**src/dls_pkg.sv**
```systemverilog
package dls_pkg;

  // Scanner limits
  localparam int unsigned MaxDigits = 18;
  localparam int unsigned MaxExp    = 9999;

  // Field and state widths
  localparam int unsigned ChW     = 8;
  localparam int unsigned SigW    = 60;
  localparam int unsigned DecExpW = 16;
  localparam int unsigned CntW    = 16;
  localparam int unsigned KeptW   = 5;
  localparam int unsigned ExpValW = 14;
  localparam int unsigned AccW    = (MaxDigits > 18) ? 64 : 60;

  // Stream data widths, padded to whole bytes
  localparam int unsigned InDataW  = 8;
  localparam int unsigned OutDataW = 104;

  // Character codes
  localparam logic [ChW-1:0] ChZero  = 8'h30;
  localparam logic [ChW-1:0] ChNine  = 8'h39;
  localparam logic [ChW-1:0] ChDot   = 8'h2E;
  localparam logic [ChW-1:0] ChLowE  = 8'h65;
  localparam logic [ChW-1:0] ChUpE   = 8'h45;
  localparam logic [ChW-1:0] ChMinus = 8'h2D;
  localparam logic [ChW-1:0] ChPlus  = 8'h2B;

  // One input character beat
  typedef struct packed {
    logic [ChW-1:0] ch;
    logic           last;
  } in_beat_t;

  // One scan result, ok in the lowest bit
  typedef struct packed {
    logic                      truncated;
    logic [ChW-1:0]            terminator;
    logic                      has_terminator;
    logic [CntW-1:0]           consumed;
    logic signed [DecExpW-1:0] dec_exponent;
    logic [SigW-1:0]           significand;
    logic                      ok;
  } scan_res_t;

endpackage

```
**src/dls_in_stage.sv**
```systemverilog
module dls_in_stage (
  input  logic              clk_i,
  input  logic              rst_ni,
  input  logic              s_valid_i,
  output logic              s_ready_o,
  input  dls_pkg::in_beat_t s_beat_i,
  output logic              beat_valid_o,
  output dls_pkg::in_beat_t beat_o,
  input  logic              take_i
);

  logic              vld_q;
  dls_pkg::in_beat_t beat_q;

  // Accept a new beat when empty or when the held beat is taken this cycle
  assign s_ready_o = !vld_q || take_i;

  always_ff @(posedge clk_i or negedge rst_ni) begin
    if (!rst_ni) begin
      vld_q <= 1'b0;
    end else if (s_ready_o) begin
      vld_q <= s_valid_i;
    end
  end

  // Capture the beat payload
  always_ff @(posedge clk_i) begin
    if (s_ready_o && s_valid_i) begin
      beat_q <= s_beat_i;
    end
  end

  assign beat_valid_o = vld_q;
  assign beat_o       = beat_q;

endmodule

```
**src/dls_scan.sv**
```systemverilog
module dls_scan (
  input  logic               clk_i,
  input  logic               rst_ni,
  input  logic               beat_valid_i,
  input  dls_pkg::in_beat_t  beat_i,
  input  logic               fire_i,
  output logic               res_valid_o,
  output dls_pkg::scan_res_t res_o
);

  typedef enum logic [2:0] {
    PhInt,
    PhFrac,
    PhEmark,
    PhEsign,
    PhEdig
  } phase_e;

  localparam int unsigned EvW  = dls_pkg::ExpValW + 4;
  localparam int unsigned ESumW = dls_pkg::DecExpW + 2;
  localparam logic signed [dls_pkg::DecExpW-1:0] ScaleMax = 16'sh7FFF;
  localparam logic signed [dls_pkg::DecExpW-1:0] ScaleMin = 16'sh8000;
  localparam logic signed [ESumW-1:0] ESatMax = 18'sh07FFF;
  localparam logic signed [ESumW-1:0] ESatMin = -18'sh08000;

  phase_e                             phase_q, phase_d;
  logic [dls_pkg::AccW-1:0]           acc_q, acc_d;
  logic [dls_pkg::KeptW-1:0]          kept_q, kept_d;
  logic signed [dls_pkg::DecExpW-1:0] scale_q, scale_d;
  logic [dls_pkg::ExpValW-1:0]        expv_q, expv_d;
  logic                               expneg_q, expneg_d;
  logic [dls_pkg::CntW-1:0]           cnt_q, cnt_d;
  logic                               lost_q, lost_d;

  // Values after this character, before any clear
  phase_e                             phase_t;
  logic [dls_pkg::AccW-1:0]           acc_t;
  logic [dls_pkg::KeptW-1:0]          kept_t;
  logic signed [dls_pkg::DecExpW-1:0] scale_t;
  logic [dls_pkg::ExpValW-1:0]        expv_t;
  logic                               expneg_t;
  logic [dls_pkg::CntW-1:0]           cnt_t;
  logic                               lost_t;

  logic                       is_digit;
  logic [3:0]                 dig;
  logic                       take;
  logic                       emit;
  logic                       frac;
  logic                       sc_inc, sc_dec;
  logic [dls_pkg::AccW+3:0]   acc_mul;
  logic [EvW-1:0]             ev;
  logic signed [ESumW-1:0]    e_sum;
  logic signed [ESumW-1:0]    e_exp;
  logic                       e_sat_hi, e_sat_lo;
  logic                       ok;
  logic                       lost_e;

  assign is_digit = (beat_i.ch >= dls_pkg::ChZero) && (beat_i.ch <= dls_pkg::ChNine);
  assign dig      = beat_i.ch[3:0];
  assign frac     = (phase_q == PhFrac);

  // Times ten plus digit by shift and add
  assign acc_mul = {1'b0, acc_q, 3'b000} + {3'b000, acc_q, 1'b0}
                 + {{dls_pkg::AccW{1'b0}}, dig};
  assign ev      = {1'b0, expv_q, 3'b000} + {3'b000, expv_q, 1'b0}
                 + {{(EvW-4){1'b0}}, dig};

  // Step the scan state by one character
  always_comb begin
    phase_t  = phase_q;
    acc_t    = acc_q;
    kept_t   = kept_q;
    expv_t   = expv_q;
    expneg_t = expneg_q;
    lost_t   = lost_q;
    sc_inc   = 1'b0;
    sc_dec   = 1'b0;
    take     = 1'b1;
    if (is_digit) begin
      if (phase_q == PhInt || phase_q == PhFrac) begin
        if (acc_q == '0 && dig == 4'd0) begin
          sc_dec = frac;
        end else if (kept_q < dls_pkg::KeptW'(dls_pkg::MaxDigits)) begin
          acc_t  = acc_mul[dls_pkg::AccW-1:0];
          kept_t = kept_q + 1'b1;
          sc_dec = frac;
        end else begin
          lost_t = 1'b1;
          sc_inc = !frac;
        end
      end else begin
        if (ev > EvW'(dls_pkg::MaxExp)) begin
          expv_t = dls_pkg::ExpValW'(dls_pkg::MaxExp);
          lost_t = 1'b1;
        end else begin
          expv_t = ev[dls_pkg::ExpValW-1:0];
        end
        phase_t = PhEdig;
      end
    end else if (beat_i.ch == dls_pkg::ChDot) begin
      if (phase_q == PhInt) begin
        phase_t = PhFrac;
      end else begin
        take = 1'b0;
      end
    end else if (beat_i.ch == dls_pkg::ChLowE || beat_i.ch == dls_pkg::ChUpE) begin
      if (phase_q == PhInt || phase_q == PhFrac) begin
        phase_t = PhEmark;
      end else begin
        take = 1'b0;
      end
    end else if ((beat_i.ch == dls_pkg::ChMinus || beat_i.ch == dls_pkg::ChPlus)
                 && phase_q == PhEmark) begin
      expneg_t = (beat_i.ch == dls_pkg::ChMinus);
      phase_t  = PhEsign;
    end else begin
      take = 1'b0;
    end
  end

  // Saturating scale step
  always_comb begin
    scale_t = scale_q;
    if (sc_inc && scale_q != ScaleMax) begin
      scale_t = scale_q + 16'sd1;
    end else if (sc_dec && scale_q != ScaleMin) begin
      scale_t = scale_q - 16'sd1;
    end
  end

  // Saturating character count
  assign cnt_t = (take && cnt_q != '1) ? cnt_q + 1'b1 : cnt_q;
  assign emit  = !take || beat_i.last;

  // Final exponent with saturation
  assign e_exp    = expneg_t ? -$signed({4'b0000, expv_t}) : $signed({4'b0000, expv_t});
  assign e_sum    = ESumW'(scale_t) + e_exp;
  assign e_sat_hi = (e_sum > ESatMax);
  assign e_sat_lo = (e_sum < ESatMin);
  assign lost_e   = lost_t || e_sat_hi || e_sat_lo;
  assign ok       = (cnt_t != '0) && (phase_t != PhEmark) && (phase_t != PhEsign);

  // Format the result
  always_comb begin
    res_o.ok             = ok;
    res_o.significand    = ok ? acc_t[dls_pkg::SigW-1:0] : '0;
    if (!ok) begin
      res_o.dec_exponent = '0;
    end else if (e_sat_hi) begin
      res_o.dec_exponent = ScaleMax;
    end else if (e_sat_lo) begin
      res_o.dec_exponent = ScaleMin;
    end else begin
      res_o.dec_exponent = e_sum[dls_pkg::DecExpW-1:0];
    end
    res_o.consumed       = cnt_t;
    res_o.has_terminator = !take;
    res_o.terminator     = take ? '0 : beat_i.ch;
    res_o.truncated      = ok && lost_e;
  end

  assign res_valid_o = beat_valid_i && emit;

  // Clear after a result, otherwise carry the stepped state
  always_comb begin
    if (emit) begin
      phase_d  = PhInt;
      acc_d    = '0;
      kept_d   = '0;
      scale_d  = '0;
      expv_d   = '0;
      expneg_d = 1'b0;
      cnt_d    = '0;
      lost_d   = 1'b0;
    end else begin
      phase_d  = phase_t;
      acc_d    = acc_t;
      kept_d   = kept_t;
      scale_d  = scale_t;
      expv_d   = expv_t;
      expneg_d = expneg_t;
      cnt_d    = cnt_t;
      lost_d   = lost_t;
    end
  end

  always_ff @(posedge clk_i or negedge rst_ni) begin
    if (!rst_ni) begin
      phase_q  <= PhInt;
      acc_q    <= '0;
      kept_q   <= '0;
      scale_q  <= '0;
      expv_q   <= '0;
      expneg_q <= 1'b0;
      cnt_q    <= '0;
      lost_q   <= 1'b0;
    end else if (fire_i) begin
      phase_q  <= phase_d;
      acc_q    <= acc_d;
      kept_q   <= kept_d;
      scale_q  <= scale_d;
      expv_q   <= expv_d;
      expneg_q <= expneg_d;
      cnt_q    <= cnt_d;
      lost_q   <= lost_d;
    end
  end

`ifndef SYNTHESIS
  a_clear_after_result: assert property (@(posedge clk_i) disable iff (!rst_ni)
    fire_i && res_valid_o |=> phase_q == PhInt && cnt_q == '0 && acc_q == '0)
    else $error("scan state not cleared after result");

  a_count_grows: assert property (@(posedge clk_i) disable iff (!rst_ni)
    fire_i && beat_valid_i && !res_valid_o |=> cnt_q != '0)
    else $error("consumed character not counted");

  a_invalid_zeroed: assert property (@(posedge clk_i) disable iff (!rst_ni)
    res_valid_o && !res_o.ok |->
      res_o.significand == '0 && res_o.dec_exponent == '0 && !res_o.truncated)
    else $error("invalid literal carries value");

  a_end_without_term: assert property (@(posedge clk_i) disable iff (!rst_ni)
    res_valid_o && !res_o.has_terminator |-> beat_i.last)
    else $error("result without terminator before end of text");
`endif

endmodule

```
**src/dls_out_stage.sv**
```systemverilog
module dls_out_stage (
  input  logic               clk_i,
  input  logic               rst_ni,
  input  logic               res_valid_i,
  input  dls_pkg::scan_res_t res_i,
  output logic               space_o,
  output logic               m_valid_o,
  input  logic               m_ready_i,
  output dls_pkg::scan_res_t m_res_o
);

  logic               vld_q;
  dls_pkg::scan_res_t res_q;

  // Room when empty or when the held beat leaves this cycle
  assign space_o = !vld_q || m_ready_i;

  always_ff @(posedge clk_i or negedge rst_ni) begin
    if (!rst_ni) begin
      vld_q <= 1'b0;
    end else if (space_o) begin
      vld_q <= res_valid_i;
    end
  end

  // Hold the result until taken
  always_ff @(posedge clk_i) begin
    if (space_o && res_valid_i) begin
      res_q <= res_i;
    end
  end

  assign m_valid_o = vld_q;
  assign m_res_o   = res_q;

endmodule

```
**src/decimal_literal_scanner.sv**
```systemverilog
// Throughput: one character per cycle while the output register has room; the state
// step is a times-ten shift-add of the significand and a saturating exponent add
// between the input and result registers. A result waiting in the output register
// does not stop intake until the input register is also full. Reset (rst_ni low,
// asynchronous) empties both registers and returns the scan to the start of a literal.
module decimal_literal_scanner (
  input  logic                         clk_i,
  input  logic                         rst_ni,
  input  logic                         s_axis_tvalid,
  output logic                         s_axis_tready,
  input  logic [dls_pkg::InDataW-1:0]  s_axis_tdata,  // [7:0] ch
  input  logic                         s_axis_tlast,  // last
  output logic                         m_axis_tvalid,
  input  logic                         m_axis_tready,
  // [0] ok, [60:1] significand, [76:61] dec_exponent, [92:77] consumed,
  // [93] has_terminator, [101:94] terminator, [102] truncated, [103] zero
  output logic [dls_pkg::OutDataW-1:0] m_axis_tdata
);

  dls_pkg::in_beat_t  s_beat;
  dls_pkg::in_beat_t  beat;
  dls_pkg::scan_res_t res;
  dls_pkg::scan_res_t m_res;
  logic               beat_valid;
  logic               res_valid;
  logic               space;
  logic               take;

  assign s_beat.ch   = s_axis_tdata[dls_pkg::ChW-1:0];
  assign s_beat.last = s_axis_tlast;

  // Step a held character once the result register has room
  assign take = beat_valid && space;

  dls_in_stage u_in (
    .clk_i        (clk_i),
    .rst_ni       (rst_ni),
    .s_valid_i    (s_axis_tvalid),
    .s_ready_o    (s_axis_tready),
    .s_beat_i     (s_beat),
    .beat_valid_o (beat_valid),
    .beat_o       (beat),
    .take_i       (take)
  );

  dls_scan u_scan (
    .clk_i        (clk_i),
    .rst_ni       (rst_ni),
    .beat_valid_i (beat_valid),
    .beat_i       (beat),
    .fire_i       (take),
    .res_valid_o  (res_valid),
    .res_o        (res)
  );

  dls_out_stage u_out (
    .clk_i       (clk_i),
    .rst_ni      (rst_ni),
    .res_valid_i (res_valid),
    .res_i       (res),
    .space_o     (space),
    .m_valid_o   (m_axis_tvalid),
    .m_ready_i   (m_axis_tready),
    .m_res_o     (m_res)
  );

  assign m_axis_tdata = {1'b0, m_res};

endmodule

```
**config.mk**
```make
export PLATFORM = sky130hd
export DESIGN_NAME = decimal_literal_scanner
export DESIGN_NICKNAME = d
export VERILOG_FILES = /design/src/dls_pkg.sv /design/src/dls_in_stage.sv /design/src/dls_scan.sv /design/src/dls_out_stage.sv /design/src/decimal_literal_scanner.sv
export SDC_FILE = /design/constraint.sdc
export NUM_CORES = 1
export LEC_CHECK = 0
export BUFFER_PORTS_ARGS = -buffer_cell sky130_fd_sc_hd__buf_2
export CORE_MARGIN = 10
export CORE_UTILIZATION = 62
export CTS_CLUSTER_DIAMETER = 200
export CTS_CLUSTER_SIZE = 14
export DETAILED_ROUTE_END_ITERATION = 10
export GPL_TIMING_DRIVEN = 0
export PLACE_DENSITY_LB_ADDON = 0.3
export SLEW_MARGIN = 20
export SYNTH_ARGS = -nofsm -noshare
export SYNTH_HDL_FRONTEND = slang
export SYNTH_HIERARCHICAL = 1
export SYNTH_SLANG_ARGS = --single-unit
```
**constraint.sdc**
```tcl
create_clock -name clk_i -period 7.2 [get_ports clk_i]
set_clock_uncertainty 0.05 [all_clocks]
set_input_delay 0.72 -clock clk_i [delete_from_list [all_inputs] [get_ports clk_i]]
set_output_delay 0.72 -clock clk_i [all_outputs]
set_load 0.01 [all_outputs]
```
### Word level (Yosys, flattened, before mapping)

Index checks and enable logic that the tools add are counted.

* add/subtract/negate cells: 10
* multiply operators: 0
* divide/modulo/power cells: 0
* magnitude comparators: 6
* equal/unequal tests: 13
* shifts and indexed selects: 0
* muxes and demuxes: 55
* bitwise gates (word level): 1
* reductions and logical operators: 34

Operator list (count)
* $mux 60: 5
* $mux 16: 6
* $add 60x4->60: 1
* $add 60x60->60: 1
* $logic_not 60->1: 1
* $mux 14: 4
* $ne 16x16->1 const B: 3
* $mux 1: 25
* $mux 5: 5
* $eq 8x6->1 const B: 3
* $mux 3: 8
* $add 16x18->18: 1
* $add 17x15->18: 1
* $add 18x4->18: 1
* $gt 18x14->1 const B: 1
* $gt 18x16->1 const B: 1
* $lt 18x16->1 const B: 1
* $mux 18: 1
* $neg 14->18: 1
* $add 16x1->16 const B: 1
* $add 16x2->16 const B: 1
* $eq 8x7->1 const B: 2
* $reduce_bool 16->1: 1
* $sub 16x2->16 const B: 1
* 18 further kinds: 43

* bits in registers: 230
* latch bits: 0
* bits in writable memories: 0
* ROM bits: 0
* input bits: 13
* output and inout bits: 106
* word-level logic and storage cells: 139
* memories kept: 0

### Depth between registers and ports, before layout

Gate-level depths: netlist of run 1.

* word-level depth: 14
* gate-level depth with buffers: 31
* gate-level depth less buffers: 30

### Hierarchy

The synthesis of run 1 kept the hierarchy.

By module, submodules not included
* dls_scan: instances 1, cells an instance 1619, area each 13192.7 µm², seq. area each 2902.8 µm²
* dls_out_stage: instances 1, cells an instance 107, area each 3146.8 µm², seq. area each 3118.0 µm²
* dls_in_stage: instances 1, cells an instance 13, area each 324.1 µm², seq. area each 295.3 µm²
* decimal_literal_scanner: instances 1, cells an instance 3, area each 17.5 µm², seq. area each 0.0 µm²

### Worst setup path before layout of run 1

OpenSTA, ideal clock, no wires.

* kind: flip-flop to flip-flop
* start: reg u_in.beat_q (netlist bit u_in/beat_o[4])
* end: reg u_out.res_q (netlist bit u_out/m_res_o[67]) (data pin)
* library setup time: 0.255 ns
* arrival: 6.358 ns
* required time: 6.895 ns
* slack: 0.537 ns
* stages on the path, launching flop included: 30
* buffers on the path: 1
* period minus slack after synthesis: 6.663 ns
* cells stage by stage: edfxtp_1 inv_1 fa_1 inv_1 ha_1 a211oi_1 o211ai_2 a41oi_2 or4_1 nand2_1 nor4_2 nand3_1 o22ai_1 ha_1 nand3_1 nand2_1 xor2_1 ha_1 or3_1 o221a_2 o31ai_1 a21oi_1 a41oi_1 a211o_1 o21ai_0 xor2_1 xnor2_4 o21ai_4 buf_6 o21ai_2

* longest elaborated chain between the ends: 12
* elaborated cells between the ends (all ways): 54
* classes of those cells: add/sub: 3; order compare: 5; eq/ne: 7; mux: 27; reduce/logical: 12

RTL lines
* from (decl): line dls_in_stage.sv:13 `dls_pkg::in_beat_t beat_q;`
* from (signal assigned): line dls_in_stage.sv:29 `beat_q <= s_beat_i;`
* parallel branches: the longest is 12 deep, another holds $add 18x4->18
* to (signal assigned): line dls_out_stage.sv:29 `res_q <= res_i;`
* to (decl): line dls_out_stage.sv:13 `dls_pkg::scan_res_t res_q;`

Several ways; the timed one is not identified.
A chain may end at the register's enable or synchronous reset.

### Worst setup path in the final report of run 1

* start: reg u_scan/expv_q[0] in the netlist's numbering
* end: reg u_out.res_q (netlist bit u_out/m_res_o[74]) (data pin)

* longest elaborated chain between the ends: 12
* elaborated cells between the ends (all ways): 13
* classes of those cells: add/sub: 4; order compare: 3; mux: 6

RTL lines
* from (decl): line dls_scan.sv:30 `logic [dls_pkg::ExpValW-1:0] expv_q, expv_d;`
* from (signal assigned): line dls_scan.sv:203 `expv_q <= expv_d;`
* $add 17x15->18: line dls_scan.sv:66 `assign ev = {1'b0, expv_q, 3'b000} + {3'b000, expv_q, 1'b0}`
* $add 18x4->18: line dls_scan.sv:67 `+ {{(EvW-4){1'b0}}, dig};`
* $gt 18x14->1: line dls_scan.sv:93 `if (ev > EvW'(dls_pkg::MaxExp)) begin`
* $mux 14: line dls_scan.sv:93
* $mux 14: line dls_scan.sv:81 `if (phase_q == PhInt || phase_q == PhFrac) begin`
* $mux 14 (*): line dls_scan.sv:80 `if (is_digit) begin`
* $neg 14->18: line dls_scan.sv:137 `assign e_exp = expneg_t ? -$signed({4'b0000, expv_t}) : $signed({4'b0000, expv_t});`
* $mux 18 (*): line dls_scan.sv:137
* $add 16x18->18 (*): line dls_scan.sv:138 `assign e_sum = ESumW'(scale_t) + e_exp;`
* $lt 18x16->1: line dls_scan.sv:140 `assign e_sat_lo = (e_sum < ESatMin);`
* $mux 16: line dls_scan.sv:152 `end else if (e_sat_lo) begin`
* $mux 15 (*): line dls_scan.sv:150 `end else if (e_sat_hi) begin`

Every way passes the cells marked *; elsewhere a longest branch is shown, timed or not.

==> results.cfg, run 1 <==
[route]
postRouteWirelength_um = 50200
drc = 0
num_vias = 15100
dr.first_iter.drc_count = 1729
routed_via_density = 6.66
first_pass_iters = 6
postRouteAntennaNets = 0
routed_wire_length_per_instance_um = 22.1

[cts]
cts_made_buffers = 20
cts_tree = done
clock_sink_count = 230
cts-htree-levels = 1
holdBufCountCts = 0
cts.reportedPaths.clkPinSlew_ps = 80
cts_root_buffer = sky130_fd_sc_hd__clkbuf_16
ctsLongestPathBuffers = 3
source_to_sink_clock_delay_at_the_later_pin_of_the_worst_skew_pair_ps = 510

[synthesis]
ys_top_cells_by_area = sky130_fd_sc_hd__edfxtp_1, sky130_fd_sc_hd__dfrtp_1, sky130_fd_sc_hd__ha_1
yosys_warnings = 6
ys_seq_area_share_pct = 37.9
synth_area_um2 = 16700
mappedNetlistNets = 1924
most_frequent_cell_after_synthesis = sky130_fd_sc_hd__nand2_1
synth_top_area_share_pct = 20.2
yosysUniqueCellTypes = 99
synth_cells = 1742
synth_commonest_cells = sky130_fd_sc_hd__nand2_1, sky130_fd_sc_hd__ha_1, sky130_fd_sc_hd__a21oi_1, sky130_fd_sc_hd__dfrtp_1, sky130_fd_sc_hd__o21ai_0
synth_async_sr_flop_share_pct = 51.3
most_used_flip_flop_cell_after_synthesis = sky130_fd_sc_hd__dfrtp_1
avgSynthCellArea_um2 = 9.58
yosys.area.top_type = sky130_fd_sc_hd__edfxtp_1
ys_ff_latch = 230
synth_enable_flop_cells = 112

[sta]
final-hold-violation-count = 0
final_setup_violating_endpoints = 0
post-route-worst-setup-slack_ps = 79.0
max_slew.worst_pin.slew_ps = 1050
post-route-min-period_ps = 7120
drv_slew = 0
max_clock_freq_mhz = 140
post-route-period-util_pct = 98.9
max_slew_margin_pct = 28.8
grt_setup_unrepaired = yes
fin_hold_ws_ps = 10.6

[floorplan]
rows = 59
fp.dieW_um = 184
floorplan.initialDensity_pct = 63.5
top_level_ports = 119
die_area_um2 = 33900
die-height_um = 184
coreArea_um2 = 26300

[pwr]
p_per_area_nw_per_um2 = 145
peakVddDrop_mv = 0.151
static_leak_nw = 8.58

[critical_path]
cp_num_buf_inv = 2
critical_path.reg2reg.endpoint = u_out/m_res_o[74]
crit_required_ps = 7420
critical_path.slowest_cell = sky130_fd_sc_hd__or4_4
worstPathMaxFanout = 5
cp_data_arrival_time_ps = 7340
worst_setup_path_start_kind = flip-flop
timing.critical_path.max_delay_family = compound AO/OA/AOI/OAI gates
worst_setup_path_end_kind = flip-flop
biggest_cell_delay_along_the_critical_path_ps = 560
timing.setup.critical_path_class = reg2reg
setup.reg_to_reg.worst_slack_ps = 80
crit_path_start = u_scan/expv_q[0]
reg2reg_from = u_scan/expv_q[0]
reg2reg_depth = 28

[final_layout]
final_cell_count_no_fill = 2268
regArea_um2 = 6320
syn2layout_area_growth_pct = 14.0
finalNetCount = 2101
multi_input_area_um2 = 10200
post_route_cells_drive_above_1_share_pct = 15.6
nFillCells = 1944
antennaDiodeCount = 0
layout.core_utilization_pct = 72.4

[global_routing]
antenna_found_initial = 2
grtUsageTotal_pct = 28.4
first_pass_grt_wire_length_um = 77700
largest_net_degree_at_the_start_of_global_routing = 90
grt_pass1_vias = 14300
grt_overflow = 0

[placement]
portBuffers = 117
numPlacedInstances = 2196
placer_congestion_estimate = 0.982
place_hpwl_um = 36600
dp_worst_setup_slack_ps = -1140

[min_path]
holdCritPathClass = in2async

[outcome]
outcome = finished, final reports clean

[run]
maxCapViolations = 0
==> logic make-up after synthesis <==
logic type	share of synthesized area (%)
fa+ha+maj	12.9
other cells	0.0225
buf+inv	3.23
compound gates	22.9
simple gates	16.4
mux	0.383
flops	37.9
xor+xnor	6.26
==> what timing repair did <==
| item | CTS | global route |
|---|---|---|
| cloned | 0 | 1 |
| pin swaps | 10 | 32 |
| gates resized for setup | 22 | 56 |
| buffers inserted | 13 | 23 |
| setup endpoints to repair | 17 | 17 |
==> cell type report <==
| cell class | instances | area share (%) |
|---|---|---|
| timing repair buffer | 156 | 5.01 |
| clock buffer | 35 | 3.04 |
| sequential | 230 | 33.2 |
| tap | 335 | 2.20 |
| buffer | 87 | 1.92 |
| inverter | 46 | 0.908 |
| multi-input combinational | 1378 | 53.6 |
| clock inverter | 1 | 0.0460 |
==> worst max-delay path by stage <==
stage,to,slack (ps),cells past startpoint
finish,u_out/m_res_o[74],80,28
global route,u_out/m_res_o[74],-190,28
CTS,u_out/m_res_o[62],7,30
detailed placement,u_out/m_res_o[73],-1140,28
global placement,u_out/m_res_o[73],-980,28
floorplan,u_out/m_res_o[67],540,29
==> per-stage QoR <==
step	power (mW)	instance area (um2)	TNS, ps
floorplan	1.60	16700	0
global placement	1.72	17700	-14790
detailed placement	1.73	17800	-17370
CTS	2.76	18500	0
global route	2.84	19000	-2500
finish	2.76	19000	0
==> per-layer routing <==
layer  part of all wire, %  wire length [um]  global-route usage, %  vias to the layer above
li1                      -                 -                      -                     6923
met5                 0.054                27                      0                        -
met2                    45             22600                   44.7                      784
met3                   9.3              4680                   5.51                      140
met1                    42             21100                   38.4                     7253
met4                   3.7              1870                   10.1                        4
==> registers in the layout, indices dropped and copies added, names as in the netlist, 3 cells and up <==
register        cells
u_scan/acc_q       60
u_scan/phase_q      3
u_out/m_res_o     103
u_scan/scale_q     16
u_in/beat_o         9
u_scan/kept_q       5
u_scan/cnt_q       16
u_scan/expv_q      14
==> power by group <==
part / switching (mW) / leakage [nW] / internal [mW]
registers: 0.0172 / 2.75 / 1.45
clock network: 0.495 / 0.280 / 0.546
logic: 0.183 / 5.55 / 0.0692
total: 0.695 / 8.58 / 2.06
==> cell usage in the layout, fill, tap and decap left out, types with 10 or more instances in the layout <==
master                      synthesis  routed
sky130_fd_sc_hd__a211oi_1          12      10
sky130_fd_sc_hd__a21o_1            43      43
sky130_fd_sc_hd__a21oi_1          125     120
sky130_fd_sc_hd__a22o_1            56      56
sky130_fd_sc_hd__a31oi_1           24      23
sky130_fd_sc_hd__and2_1            17      16
sky130_fd_sc_hd__and3_1            26      26
sky130_fd_sc_hd__buf_2             10     126
sky130_fd_sc_hd__buf_4              2      36
sky130_fd_sc_hd__clkbuf_1          72      85
sky130_fd_sc_hd__clkbuf_16          0      22
sky130_fd_sc_hd__dfrtp_1          118     115
sky130_fd_sc_hd__edfxtp_1         112     112
sky130_fd_sc_hd__ha_1             164     158
sky130_fd_sc_hd__inv_1             44      42
sky130_fd_sc_hd__nand2_1          168     166
sky130_fd_sc_hd__nand2b_1          19      18
sky130_fd_sc_hd__nand3_1           45      42
sky130_fd_sc_hd__nand4_1           25      25
sky130_fd_sc_hd__nor2_1            82      81
sky130_fd_sc_hd__nor2b_1           21      21
sky130_fd_sc_hd__nor3_1            26      26
sky130_fd_sc_hd__nor4_1            27      26
sky130_fd_sc_hd__o21a_1            15      15
sky130_fd_sc_hd__o21ai_0          117     110
sky130_fd_sc_hd__o21ai_1            5      10
sky130_fd_sc_hd__o21ai_2            8      10
sky130_fd_sc_hd__o2bb2ai_1         26      26
sky130_fd_sc_hd__o31ai_1           17      13
sky130_fd_sc_hd__or3_1             21      20
sky130_fd_sc_hd__xnor2_1           64      61
sky130_fd_sc_hd__xor2_1            52      50
No activity file was read; power rests on OpenSTA's default activity.
==> run 2: changes to the inputs <==
- ABC_AREA: unset -> 1
==> results.cfg, run 2 <==
[floorplan]
coreArea_um2 = 27200
top_level_ports = 119
rows = 60
fp.dieW_um = 187
die-height_um = 187
die_area_um2 = 34900
floorplan.initialDensity_pct = 63.4

[cts]
source_to_sink_clock_delay_at_the_later_pin_of_the_worst_skew_pair_ps = 520
holdBufCountCts = 0
cts_tree = done
clock_sink_count = 230
cts_root_buffer = sky130_fd_sc_hd__clkbuf_16
ctsLongestPathBuffers = 3
cts.reportedPaths.clkPinSlew_ps = 70
cts_made_buffers = 20
cts-htree-levels = 1

[final_layout]
final_cell_count_no_fill = 2740
layout.core_utilization_pct = 70.2
final_area_um2 = 19100
layout_commonest_cell = sky130_fd_sc_hd__nand2_1
post_route_cells_drive_above_1_share_pct = 8.99
largest_register_ff_count = 103
antennaDiodeCount = 0
syn2layout_area_growth_pct = 10.8
final_cell_mix = sky130_fd_sc_hd__nand2_1, sky130_fd_sc_hd__inv_1, sky130_fd_sc_hd__nor2_1
finalNetCount = 2537

[min_path]
holdCritPathClass = in2async

[critical_path]
biggest_cell_delay_along_the_critical_path_ps = 470
setup.reg_to_reg.worst_slack_ps = 550
cp_data_arrival_time_ps = 6860
timing.setup.critical_path_class = reg2reg
worst_setup_path_start_kind = flip-flop
cp_num_buf_inv = 7
timing.critical_path.max_delay_family = simple AND/OR/NAND/NOR gates
crit_required_ps = 7410
worstPathMaxFanout = 10
worst_setup_path_end_kind = flip-flop
reg2reg_depth = 37
path_common_cell = sky130_fd_sc_hd__nand2_1
cp.depth = 37
critical_path.reg2reg.endpoint = u_out/m_res_o[71]
reg2reg_from = u_in/beat_o[4]
critical_path.slowest_cell = sky130_fd_sc_hd__fa_1

[synthesis]
yosysUniqueCellTypes = 56
ys_top_cells_by_area = sky130_fd_sc_hd__edfxtp_1, sky130_fd_sc_hd__dfrtp_1, sky130_fd_sc_hd__ha_1
synth_area_um2 = 17200
mappedNetlistNets = 2387
avgSynthCellArea_um2 = 7.81
synth_compound_gate_area_share_pct = 15.0
yosys-mux-area-fraction_pct = 0
ys_seq_area_share_pct = 36.7
post_synth_fa_ha_maj_area_fraction_pct = 12.5
most_frequent_cell_after_synthesis = sky130_fd_sc_hd__nand2_1
yosys_warnings = 6
synth_top_area_share_pct = 19.5
ys_ff_latch = 230
synth_cells = 2205
synth_async_sr_flop_share_pct = 51.3
yosys.area.top_type = sky130_fd_sc_hd__edfxtp_1
post_synth_and_or_nand_nor_area_fraction_pct = 21.9
synth_commonest_cells = sky130_fd_sc_hd__nand2_1, sky130_fd_sc_hd__inv_1, sky130_fd_sc_hd__nor2_1, sky130_fd_sc_hd__o21ai_0, sky130_fd_sc_hd__ha_1
synth_enable_flop_cells = 112
most_used_flip_flop_cell_after_synthesis = sky130_fd_sc_hd__dfrtp_1
yosys.area_share.xor_xnor_pct = 5.58
dominant_combinational_cell_family_by_area_after_synthesis = simple AND/OR/NAND/NOR gates

[pwr]
finalPower_mw = 2.78
peakVddDrop_mv = 0.169
power.internal_mw = 2.08
p_sw_mw = 0.702
clock_power_share_pct = 37.0
swShare_pct = 25.3
power_frac_comb_pct = 10.2
static_leak_nw = 9.35
p_per_area_nw_per_um2 = 145
part_of_the_total_power_dissipated_in_sequential_elements_pct = 52.8

[global_routing]
first_pass_grt_wire_length_um = 81700
grtUsageTotal_pct = 28.2
grt_overflow = 0
largest_net_degree_at_the_start_of_global_routing = 63
antenna_found_initial = 0
grt_pass1_vias = 15500

[run]
maxCapViolations = 0

[outcome]
outcome = finished, final reports clean

[sta]
post-route-min-period_ps = 6650
final-hold-violation-count = 0
post-route-period-util_pct = 92.4
max_clock_freq_mhz = 150
final_setup_violating_endpoints = 0
max_slew.worst_pin.slew_ps = 1060
drv_slew = 0
post-route-worst-setup-slack_ps = 547
max_slew_margin_pct = 29.3

[route]
drc = 0
routed_via_density = 5.86
postRouteWirelength_um = 51000
routed_wire_length_per_instance_um = 18.6
postRouteAntennaNets = 0
num_vias = 16100
dr.first_iter.drc_count = 1830
first_pass_iters = 5

[placement]
place_hpwl_um = 39800
placer_congestion_estimate = 0.995
dpl_cell_area_um2 = 18400
dp_worst_setup_slack_ps = 35.8
numPlacedInstances = 2699
portBuffers = 117
## run 2: worst reg2reg max path, delay by kind of cell, from the launching register on
kind | cells | cell delay [ps]
flops | 1 | 440
compound gates | 6 | 1260
xor+xnor | 1 | 160
buf+inv | 7 | 840
fa+ha+maj | 4 | 1500
simple gates | 19 | 2140
## run 2: logic make-up after synthesis
kind of cell,count (synthesis)
buf+inv,358
xor+xnor,108
compound gates,457
fa+ha+maj,169
simple gates,882
other cells,1
flops,230
## run 2: through the flow
step                      TNS (ps)  hold slack [ps]
final                            0              112
after global routing         -21.4              161
after CTS                        0              135
after detailed placement         0              433
after global placement     -222940              423
after floorplan                  0              374
## run 2: area by class of cell
cell class / count / area [um2]
multi-input cells: 1617 / 9510
fillers: 2240 / 8090
flip-flops and latches: 230 / 6320
inverters: 302 / 1140
repair buffers: 128 / 774
clock buffers: 34 / 574
well taps: 372 / 465
plain buffers: 56 / 303
clock inverters: 1 / 8.76
## run 2: how the worst max path moves through the flow
stage	start	to	slack [ps]
floorplan	u_in/beat_o[3]	u_out/m_res_o[0]	30
global placement	u_in/beat_o[3]	u_out/m_res_o[85]	-2190
detailed placement	u_in/beat_o[4]	u_out/m_res_o[71]	40
CTS	u_in/beat_o[4]	u_out/m_res_o[71]	30
global route	u_in/beat_o[4]	u_out/m_res_o[69]	-10
finish	u_in/beat_o[4]	u_out/m_res_o[71]	550
## run 2: routing by layer
metal | global-route usage, % | wire length, um | vias up
li1 | - | - | 7759
met1 | 38.0 | 22300 | 7519
met2 | 45.5 | 23000 | 660
met3 | 4.93 | 4060 | 116
met4 | 8.50 | 1660 | 0
met5 | 0 | 0 | -
## run 2: repair_timing
item,4_1_cts,5_1_grt
endpoints found under the setup margin,0,17
setup buffers,0,6
resized for setup,0,12
## run 2: power by group through the flow
stage	Combinational [mW]	Clock, mW	Sequential, mW
floorplan	0.0988	0	1.53
global placement	0.252	0	1.51
detailed placement	0.280	0	1.49
CTS	0.281	1.04	1.47
global route	0.307	1.09	1.47
finish	0.284	1.03	1.47
